## src/hdl/bpa_pkg.sv

```systemverilog
// ----------------------------------------------------------------------------
// bpa_pkg
// Shared types and constants for the buffer pool allocator.
// ----------------------------------------------------------------------------
`timescale 1ns / 1ps

package bpa_pkg;

    localparam int NUM_BUFS_DEF = 32;
    localparam int IDX_W        = 5;
    localparam int STATUS_W     = 2;
    localparam int CNT_W        = 6;

    localparam logic OP_ALLOC = 1'b0;
    localparam logic OP_FREE  = 1'b1;

    localparam logic [STATUS_W-1:0] ST_OK        = 2'd0;
    localparam logic [STATUS_W-1:0] ST_EMPTY     = 2'd1;
    localparam logic [STATUS_W-1:0] ST_NOT_ALLOC = 2'd2;

    typedef struct packed {
        logic             opcode;
        logic [IDX_W-1:0] buffer_index;
    } req_t;

    typedef struct packed {
        logic [IDX_W-1:0]    granted_index;
        logic [STATUS_W-1:0] status;
        logic [CNT_W-1:0]    free_count;
    } rsp_t;

    typedef struct packed {
        logic load;
        logic exec;
    } cmd_t;

    typedef enum logic [1:0] {
        S_IDLE,
        S_EXEC,
        S_RESP
    } state_t;

endpackage

```

## src/hdl/bpa_ctrl.sv

```systemverilog
// ----------------------------------------------------------------------------
// bpa_ctrl
// Request sequencer: accept, execute, present result.
// ----------------------------------------------------------------------------
`timescale 1ns / 1ps

module bpa_ctrl
    import bpa_pkg::*;
(
    input  logic aclk,
    input  logic aresetn,
    input  logic s_valid,
    output logic s_ready,
    output logic m_valid,
    input  logic m_ready,
    output cmd_t cmd
);

    state_t state_reg;
    state_t state_next;

    always_ff @(posedge aclk) begin
        if (!aresetn) begin
            state_reg <= S_IDLE;
        end else begin
            state_reg <= state_next;
        end
    end

    always_comb begin
        state_next = state_reg;
        s_ready    = 1'b0;
        m_valid    = 1'b0;
        cmd        = '0;
        case (state_reg)
            S_IDLE: begin
                s_ready  = 1'b1;
                cmd.load = s_valid;
                if (s_valid) begin
                    state_next = S_EXEC;
                end
            end
            S_EXEC: begin
                cmd.exec   = 1'b1;
                state_next = S_RESP;
            end
            S_RESP: begin
                m_valid = 1'b1;
                if (m_ready) begin
                    state_next = S_IDLE;
                end
            end
            default: begin
                state_next = S_IDLE;
            end
        endcase
    end

endmodule

```

## src/hdl/bpa_dp.sv

```systemverilog
// ----------------------------------------------------------------------------
// bpa_dp
// Free stack memory, allocated bitmap, depth counter and result register.
// ----------------------------------------------------------------------------
`timescale 1ns / 1ps

module bpa_dp
    import bpa_pkg::*;
#(
    parameter int NUM_BUFS = NUM_BUFS_DEF
) (
    input  logic aclk,
    input  logic aresetn,
    input  cmd_t cmd,
    input  req_t s_data,
    output rsp_t m_data
);

    localparam int DEPTH_W = $clog2(NUM_BUFS + 1);
    localparam int ADDR_W  = $clog2(NUM_BUFS);
    localparam int MAP_N   = (NUM_BUFS < 32) ? NUM_BUFS : 32;
    localparam int MAP_W   = $clog2(MAP_N);
    localparam int CMP_W   = ((DEPTH_W > IDX_W) ? DEPTH_W : IDX_W) + 1;

    logic [ADDR_W-1:0]  stack_mem [NUM_BUFS];
    logic [ADDR_W-1:0]  rd_data_reg;
    logic [ADDR_W-1:0]  rd_addr_reg;
    logic [ADDR_W-1:0]  top_addr;
    logic [ADDR_W-1:0]  pop_val;

    logic [DEPTH_W-1:0] depth_reg;
    logic [DEPTH_W-1:0] depth_next;
    logic [DEPTH_W-1:0] low_reg;
    logic [DEPTH_W-1:0] low_next;
    logic [MAP_N-1:0]   map_reg;
    logic [MAP_N-1:0]   map_next;
    req_t               req_reg;
    rsp_t               rsp_reg;
    rsp_t               rsp_next;

    logic idx_ok;
    logic alloc_ok;
    logic free_ok;
    logic do_pop;
    logic do_push;

    assign top_addr = ADDR_W'(depth_reg - DEPTH_W'(1));
    assign pop_val  = (DEPTH_W'(rd_addr_reg) < low_reg) ? rd_addr_reg : rd_data_reg;
    assign idx_ok   = CMP_W'(req_reg.buffer_index) < CMP_W'(NUM_BUFS);
    assign alloc_ok = depth_reg != '0;
    assign free_ok  = idx_ok && map_reg[req_reg.buffer_index[MAP_W-1:0]]
                      && (depth_reg < DEPTH_W'(NUM_BUFS));
    assign do_pop   = cmd.exec && (req_reg.opcode == OP_ALLOC) && alloc_ok;
    assign do_push  = cmd.exec && (req_reg.opcode == OP_FREE) && free_ok;

    always_ff @(posedge aclk) begin
        rd_data_reg <= stack_mem[top_addr];
        rd_addr_reg <= top_addr;
        if (do_push) begin
            stack_mem[depth_reg[ADDR_W-1:0]] <= ADDR_W'(req_reg.buffer_index);
        end
    end

    always_comb begin
        depth_next = depth_reg;
        low_next   = low_reg;
        map_next   = map_reg;
        rsp_next   = rsp_reg;
        if (cmd.exec) begin
            rsp_next.granted_index = '0;
            rsp_next.status        = ST_OK;
            if (req_reg.opcode == OP_ALLOC) begin
                if (alloc_ok) begin
                    depth_next = depth_reg - DEPTH_W'(1);
                    if (depth_next < low_reg) begin
                        low_next = depth_next;
                    end
                    if (CMP_W'(pop_val) < CMP_W'(MAP_N)) begin
                        map_next[pop_val[MAP_W-1:0]] = 1'b1;
                    end
                    rsp_next.granted_index = IDX_W'(pop_val);
                end else begin
                    rsp_next.status = ST_EMPTY;
                end
            end else begin
                if (free_ok) begin
                    depth_next = depth_reg + DEPTH_W'(1);
                    map_next[req_reg.buffer_index[MAP_W-1:0]] = 1'b0;
                end else begin
                    rsp_next.status = ST_NOT_ALLOC;
                end
            end
            rsp_next.free_count = CNT_W'(depth_next);
        end
    end

    always_ff @(posedge aclk) begin
        if (!aresetn) begin
            depth_reg <= DEPTH_W'(NUM_BUFS);
            low_reg   <= DEPTH_W'(NUM_BUFS);
            map_reg   <= '0;
        end else begin
            depth_reg <= depth_next;
            low_reg   <= low_next;
            map_reg   <= map_next;
        end
    end

    always_ff @(posedge aclk) begin
        if (cmd.load) begin
            req_reg <= s_data;
        end
        rsp_reg <= rsp_next;
    end

    assign m_data = rsp_reg;

`ifndef SYNTHESIS
    a_depth_range: assert property (@(posedge aclk) disable iff (!aresetn)
        depth_reg <= DEPTH_W'(NUM_BUFS) && low_reg <= depth_reg)
        else $error("free stack depth out of range");

    a_push_grows: assert property (@(posedge aclk) disable iff (!aresetn)
        do_push |=> depth_reg == $past(depth_reg) + DEPTH_W'(1))
        else $error("free did not grow the stack");

    a_pop_shrinks: assert property (@(posedge aclk) disable iff (!aresetn)
        do_pop |=> depth_reg == $past(depth_reg) - DEPTH_W'(1))
        else $error("allocate did not shrink the stack");

    a_empty_status: assert property (@(posedge aclk) disable iff (!aresetn)
        cmd.exec && req_reg.opcode == OP_ALLOC && depth_reg == '0
        |=> rsp_reg.status == ST_EMPTY && rsp_reg.granted_index == '0)
        else $error("empty pool not reported");

    a_idle_hold: assert property (@(posedge aclk) disable iff (!aresetn)
        !cmd.exec |=> depth_reg == $past(depth_reg) && map_reg == $past(map_reg))
        else $error("pool state changed outside execute");
`endif

endmodule

```

## src/hdl/buffer_pool_allocator.sv

```systemverilog
// ----------------------------------------------------------------------------
// buffer_pool_allocator
// LIFO free-list buffer allocator with allocated bitmap and error reporting.
// ----------------------------------------------------------------------------
//  channel | ports                      | word
//  --------+----------------------------+---------------------------------
//  request | s_valid, s_ready, s_data   | opcode, buffer_index
//  result  | m_valid, m_ready, m_data   | granted_index, status, free_count
//
//  Each word passes through accept, execute and result in turn; one word in flight.
//  The registered read port of the free stack memory sets the execute cycle.
//  A result held by m_ready low holds the request side as well.
//  Reset leaves all buffers free; no clearing pass, slots never written
//  since reset read back as their own index.
// ----------------------------------------------------------------------------
`timescale 1ns / 1ps

module buffer_pool_allocator
    import bpa_pkg::*;
#(
    parameter int NUM_BUFS = NUM_BUFS_DEF
) (
    input  logic aclk,
    input  logic aresetn,
    input  logic s_valid,
    output logic s_ready,
    input  req_t s_data,
    output logic m_valid,
    input  logic m_ready,
    output rsp_t m_data
);

    cmd_t cmd;

    bpa_ctrl u_ctrl (
        .aclk    (aclk),
        .aresetn (aresetn),
        .s_valid (s_valid),
        .s_ready (s_ready),
        .m_valid (m_valid),
        .m_ready (m_ready),
        .cmd     (cmd)
    );

    bpa_dp #(
        .NUM_BUFS (NUM_BUFS)
    ) u_dp (
        .aclk    (aclk),
        .aresetn (aresetn),
        .cmd     (cmd),
        .s_data  (s_data),
        .m_data  (m_data)
    );

endmodule
```

## config.mk

```make
export PLATFORM = sky130hd
export DESIGN_NAME = buffer_pool_allocator
export DESIGN_NICKNAME = d
export VERILOG_FILES = /design/src/hdl/bpa_pkg.sv /design/src/hdl/bpa_ctrl.sv /design/src/hdl/bpa_dp.sv /design/src/hdl/buffer_pool_allocator.sv
export SDC_FILE = /design/constraint.sdc
export NUM_CORES = 1
export LEC_CHECK = 0
export BUFFER_PORTS_ARGS = -buffer_cell sky130_fd_sc_hd__clkbuf_2
export CAP_MARGIN = 20
export CORE_ASPECT_RATIO = 0.5
export CORE_MARGIN = 2
export CORE_UTILIZATION = 45
export CTS_BUF_LIST = sky130_fd_sc_hd__clkbuf_16
export CTS_CLUSTER_SIZE = 28
export DETAILED_ROUTE_END_ITERATION = 10
export PLACE_DENSITY = 0.67
export SLEW_MARGIN = 20
export SYNTH_ARGS = -nofsm -noshare
export SYNTH_HDL_FRONTEND = slang
export SYNTH_SLANG_ARGS = --single-unit
```

## constraint.sdc

```tcl
create_clock -name aclk -period 8.5 [get_ports aclk]
set_input_delay 2.125 -clock aclk [delete_from_list [all_inputs] [get_ports aclk]]
set_output_delay 2.125 -clock aclk [all_outputs]
set_load 0.03 [all_outputs]
```

After elaboration in Yosys (flattened, before gate mapping)
Memory sizes are Yosys's and may differ from the RTL's. A register that Yosys moved wholly into a read port is not among the register bits.
Index checks and enable logic that the tools add are counted.
{"block": "totals", "mem_bits_rw": 160, "word_cells": 67, "reg_bits": 70, "in_bits": 10, "out_inout_bits": 15, "n_memories": 1}
{"name": "u_dp.stack_mem", "words": 32, "word_bits": 5, "read_ports": 1, "rd_ports_with_merged_regs": 1, "wr": 1, "line": "bpa_dp.sv:25", "rtl": "logic [ADDR_W-1:0] stack_mem [NUM_BUFS];"}
{"block": "op_classes", "order_cmp": 7, "n_reduce_logical": 12, "eq_ne": 5, "n_addsub": 2, "bitwise": 5, "n_mux": 25}
{"op": "32-bit 2-to-1 mux", "n": 3}
{"op": "32-bit bitwise AND", "n": 1}
{"op": "32-bit NOT", "n": 1}
{"op": "32-bit OR", "n": 1}
{"op": "6-bit 2-to-1 mux", "n": 3}
{"op": "5-bit by 6-bit less-than comparator with 1-bit output, second input constant", "n": 2}
{"op": "1-bit demux with 5-bit select", "n": 2}
{"op": "5-bit by 1-bit greater-or-equal comparator with 1-bit output, second input constant", "n": 2}
{"op": "1-bit 2-to-1 mux", "n": 10}
{"op": "2-bit 2-to-1 mux", "n": 4}
{"op": "6-bit by 1-bit adder with 6-bit output, second input constant", "n": 1}
{"op": "5-bit by 6-bit less-than comparator with 1-bit output", "n": 1}
{"op": "6-bit less-than comparator", "n": 1}
{"op": "6-bit less-than comparator, second input constant", "n": 1}
{"op": "2-bit inequality test, second input constant", "n": 3}
{"op": "2-bit one-hot mux with 3 select lines", "n": 1}
{"op": "6-bit nonzero test", "n": 1}
{"op": "6-bit by 1-bit subtractor with 6-bit output, second input constant", "n": 1}
{"op": "1-bit binary-select mux with 5-bit select", "n": 1}
{"op": "1-bit logical AND", "n": 5}
{"op": "5-bit 2-to-1 mux", "n": 1}
{"op": "4-bit AND reduction", "n": 1}
{"op": "3-bit AND reduction", "n": 1}
{"op": "2-bit by 1-bit == test with 1-bit output, second input constant", "n": 1}
{"op": "other kinds (6)", "n": 7}

Depth between registers and ports, before layout
{"block": "depth", "ltp_word": 9, "depth_mapped": 14, "mapped_depth_nobuf": 10}

Hierarchy
Synthesis repeated with hierarchy kept, for this count alone.
{"block": "hier_totals", "hier_cells": 696, "area_unflattened_um2": 10178.5}
{"module": "bpa_dp", "seq_area_each_um2": 6456.2, "area_per_inst_um2": 10085.9, "instances": 1, "cells_each": 687}
{"module": "bpa_ctrl", "seq_area_each_um2": 40.0, "area_per_inst_um2": 92.6, "instances": 1, "cells_each": 9}

Worst setup path before layout
No wires, ideal clock.
{"block": "synth_timing", "kind": "flip-flop to flip-flop", "start": "reg u_dp.depth_reg[0]", "end": "reg u_dp.low_reg[4]", "arrival_time_ns": 3.111, "t_required_ns": 8.351, "setup_time_ns": 0.149, "path_slack_ns": 5.240, "stages_incl_launch_ff": 13, "path_buffers": 3, "synth_period_minus_slack_ns": 3.260, "cell_sequence": "dfxtp_1 -> buf_2 -> buf_2 -> inv_1 -> ha_1 -> xor2_1 -> clkbuf_1 -> ha_1 -> o21a_1 -> o21ai_0 -> a21oi_1 -> nor2_1 -> a211oi_1"}
{"block": "synth_between", "elab_chain_len": 3, "elab_cells_between_ends": 4, "classes_between": "1 x add/sub; 1 x order compare; 2 x reduce/logical"}
{"element": "start: declaration", "line": "bpa_dp.sv:31", "rtl": "logic [DEPTH_W-1:0] depth_reg;"}
{"element": "start signal: assignment", "line": "bpa_dp.sv:99", "rtl": "depth_reg <= DEPTH_W'(NUM_BUFS);"}
{"element": "start signal: assignment", "line": "bpa_dp.sv:103", "rtl": "depth_reg <= depth_next;"}
{"element": "6-bit by 1-bit subtractor with 6-bit output", "line": "bpa_dp.sv:74", "rtl": "depth_next = depth_reg - DEPTH_W'(1);"}
{"element": "via u_dp.top_addr[0]", "line": "bpa_dp.sv:28", "rtl": "logic [ADDR_W-1:0] top_addr;"}
{"element": "6-bit less-than comparator", "line": "bpa_dp.sv:75", "rtl": "if (depth_next < low_reg) begin"}
{"element": "4-bit AND reduction (no source line)"}
{"element": "end signal: assignment", "line": "bpa_dp.sv:100", "rtl": "low_reg <= DEPTH_W'(NUM_BUFS);"}
{"element": "end signal: assignment", "line": "bpa_dp.sv:104", "rtl": "low_reg <= low_next;"}
{"element": "end: declaration", "line": "bpa_dp.sv:33", "rtl": "logic [DEPTH_W-1:0] low_reg;"}
The timed path passes the listed nets, and every way through them passes these cells.
A chain may end at the register's enable or synchronous reset.

Worst setup path in the final report
{"block": "layout_timing", "start": "reg u_dp.depth_reg[0]", "end": "reg u_dp.low_reg[5]"}
The elaborated chain is that of the path after synthesis.

==> out/qor.txt <==
status - finished, final reports clean
Clock Skews - 0.01993 ns
global-route wire length before repair - 37.00 mm
post-synth top area cell - edfxtp_1
M2 GR Usage - 30.06%
DIE AREA - 0.02410 mm^2
H-tree depth - 1
post-synthesis cell type count - 62
Cell Area, Synth - 0.01026 mm^2
CP max stage delay - 0.68 ns
Fillers - 1762
FP Rows - 38
routability congestion estimate - 0.9425
design area - 0.01138 mm^2
final WL - 23.80 mm
busiest grt layer - met2
Clock Sinks - 235
CP required - 8.86 ns
PwrDens - 232.7 mW/mm^2
Layout Utilization - 51.68%
Final min period - 4.194 ns
CTS max path bufs - 3
TritonCTS clock tree - built
Final nets - 757
initial antenna violation count - 0
Post-synth top cells - 179 x edfxtp_1, 58 x nor2_1, 56 x dfxtp_1
Cell Area, Placed - 0.01067 mm^2
Vias - 6449
CP Class - register to register
1st-iter DRT viols - 898
CTS Hold Bufs - 0
CP max-delay cell - buf_4
Sw Share - 26.62%
post-cts resize count - 0
wire per inst - 22.71 um
Final Slew Violations - 0
layout cells sized above 1 - 17.25%
# diodes - 0
Die Y - 110.8 um
instance count of the mapped netlist - 718
drt pass-1 iters - 5
total congestion overflow - 0
Pleak - 3.617 nW
max FFs per register - 160
dominant cell by count in the synthesized netlist - edfxtp_1
Final Setup Violations - 0
Mapped Avg Cell Area - 14.29 um^2
part of the power in combinational logic - 13.8%
met1 GRT Util - 28.33%
CP cell instances - buf_4 > inv_1 > ha_1 > nor3b_1 > xnor2_1 > inv_1 > ha_1 > o21ai_0 > a21oi_1 > nor2_1 > o211ai_1
Final TNS setup - 0 ns
CP Max Fanout - 49
clk slew on worst S/H paths - 0.07 ns
fin crit share - 49.34%
final hold violations - 0
Min-Delay Path Class - register to register
number of synthesized flops with an enable pin - 179
I/O Buffers - 24
Starting Density - 46.62%
Switch Pwr - 0.7046 mW
Max-Cap Viols - 0
#FFs+latches synth - 235
Num CTS Buffers - 22
VDD IR max - 0.1453 mV
global-route met3 utilization - 3.374%
Layout area overhead - 10.86%
Max Freq - 238.4 MHz
CORE AREA - 0.02201 mm^2
vias in the first global route - 6295
RSZ-0062 raised after global routing - false
post-synthesis async set-or-reset flop share - 0%
Slew headroom - 30.60%
register area share after synthesis - 63.30%
largest net degree at the start of global routing - 56
net count after synthesis - 742
Startpoint Class - register
sequential share of power - 49.7%
post-synth top area share - 52.38%
Area contributors post-synth - edfxtp_1 52%, mux4_2 11%, dfxtp_1 11%
Via density - 6.154
CP Capture Type - register
Overall Global Routing Usage - 19.76%
Post-route DRC - 0
CP arrival - 4.55 ns
Antenna Violating Nets Remaining - 0
Top Ports - 25
Main synth FF type - edfxtp_1
worst-margin pin slew - 1.036 ns
DP Wirelength - 15.53 mm
Yosys Warn Count - 0
worst skew pair latency - 0.53 ns
setup bufs post-CTS - 0
clock root buffer - clkbuf_16
die span in x - 217.6 um
internal power - 1.942 mW
Clk pwr share - 36.5%
[routing by layer]
metal | vias to the layer above | routed length [um]
li1 | 2892 | -
met1 | 3215 | 10660
met2 | 274 | 10690
met3 | 68 | 1497
met4 | 0 | 956
met5 | - | 0
[power groups by stage]
stage	clock [mW]	combinational, mW	sequential, mW
after detailed placement	0	0.363	1.34
after global placement	0	0.354	1.34
after CTS	0.979	0.364	1.31
after global routing	1.02	0.395	1.32
final	0.965	0.365	1.32
after floorplan	0	0.259	1.33
[cell families (layout without fill, tap and decap cells)]
kind of cell | count (synthesis) | in the layout | share of synthesized area [%]
fa+ha+maj | 14 | 14 | 1.707
xor+xnor | 6 | 6 | 0.5121
mux | 69 | 69 | 13.07
compound gates | 159 | 159 | 10.97
simple gates | 171 | 171 | 7.852
flops | 235 | 235 | 63.30
buf+inv | 64 | 94 | 2.585
[cell type report]
| type | instances | area (um^2) | share of cell area, % |
|---|---|---|---|
| Inverter | 21 | 78.83 | 0.6928 |
| Timing Repair Buffer | 34 | 195.2 | 1.716 |
| Tap cell | 300 | 375.4 | 3.299 |
| Multi-Input combinational cell | 419 | 3525 | 30.98 |
| Sequential cell | 235 | 6497 | 57.11 |
| Clock buffer | 22 | 550.5 | 4.839 |
| Clock inverter | 17 | 155.1 | 1.364 |
[placed cells by master (no fill, tap or decap), drive strengths merged, types with 14 or more instances in the layout]
master	netlist	routed
edfxtp	179	179
nor2	58	58
dfxtp	56	56
mux4	52	52
clkbuf	31	46
nand2	40	40
o21ai	33	33
o311ai	26	26
inv	21	24
a21oi	24	24
nand3	20	20
mux2i	17	17
o31ai	17	17
ha	14	14
[stage by stage]
step | power (mW) | hold WS [ns] | cells | setup WS, ns
6_report | 2.647 | 0.4972 | 1048 | 4.306
5_1_grt | 2.736 | 0.5126 | 1048 | 3.935
4_1_cts | 2.657 | 0.4889 | 1048 | 4.339
3_5_place_dp | 1.702 | 0.4801 | 1009 | 4.233
3_3_place_gp | 1.692 | 0.4744 | 1009 | 4.343
2_1_floorplan | 1.589 | 0.4592 | 718 | 5.240
[path summary, 6_finish.rpt]
path	start	endpoint	slack, ns	depth (start not counted)
worst max-delay path	u_dp.depth_reg[0]	u_dp.low_reg[5]	4.31	11
worst min-delay path	u_dp.map_reg[16]	u_dp.map_reg[16]	0.50	2
worst max register to register	u_dp.depth_reg[0]	u_dp.low_reg[5]	4.31	11
worst min register to register	u_dp.map_reg[16]	u_dp.map_reg[16]	0.50	2
[critical path: cells and delay by family, from the launching register on]
kind	cells	cell delay, ns
flops	1	0.31
fa+ha+maj	2	0.76
compound gates	3	0.46
xor+xnor	1	0.67
buf+inv	3	1.36
simple gates	2	0.47
No activity file was read; power rests on OpenSTA's default activity.
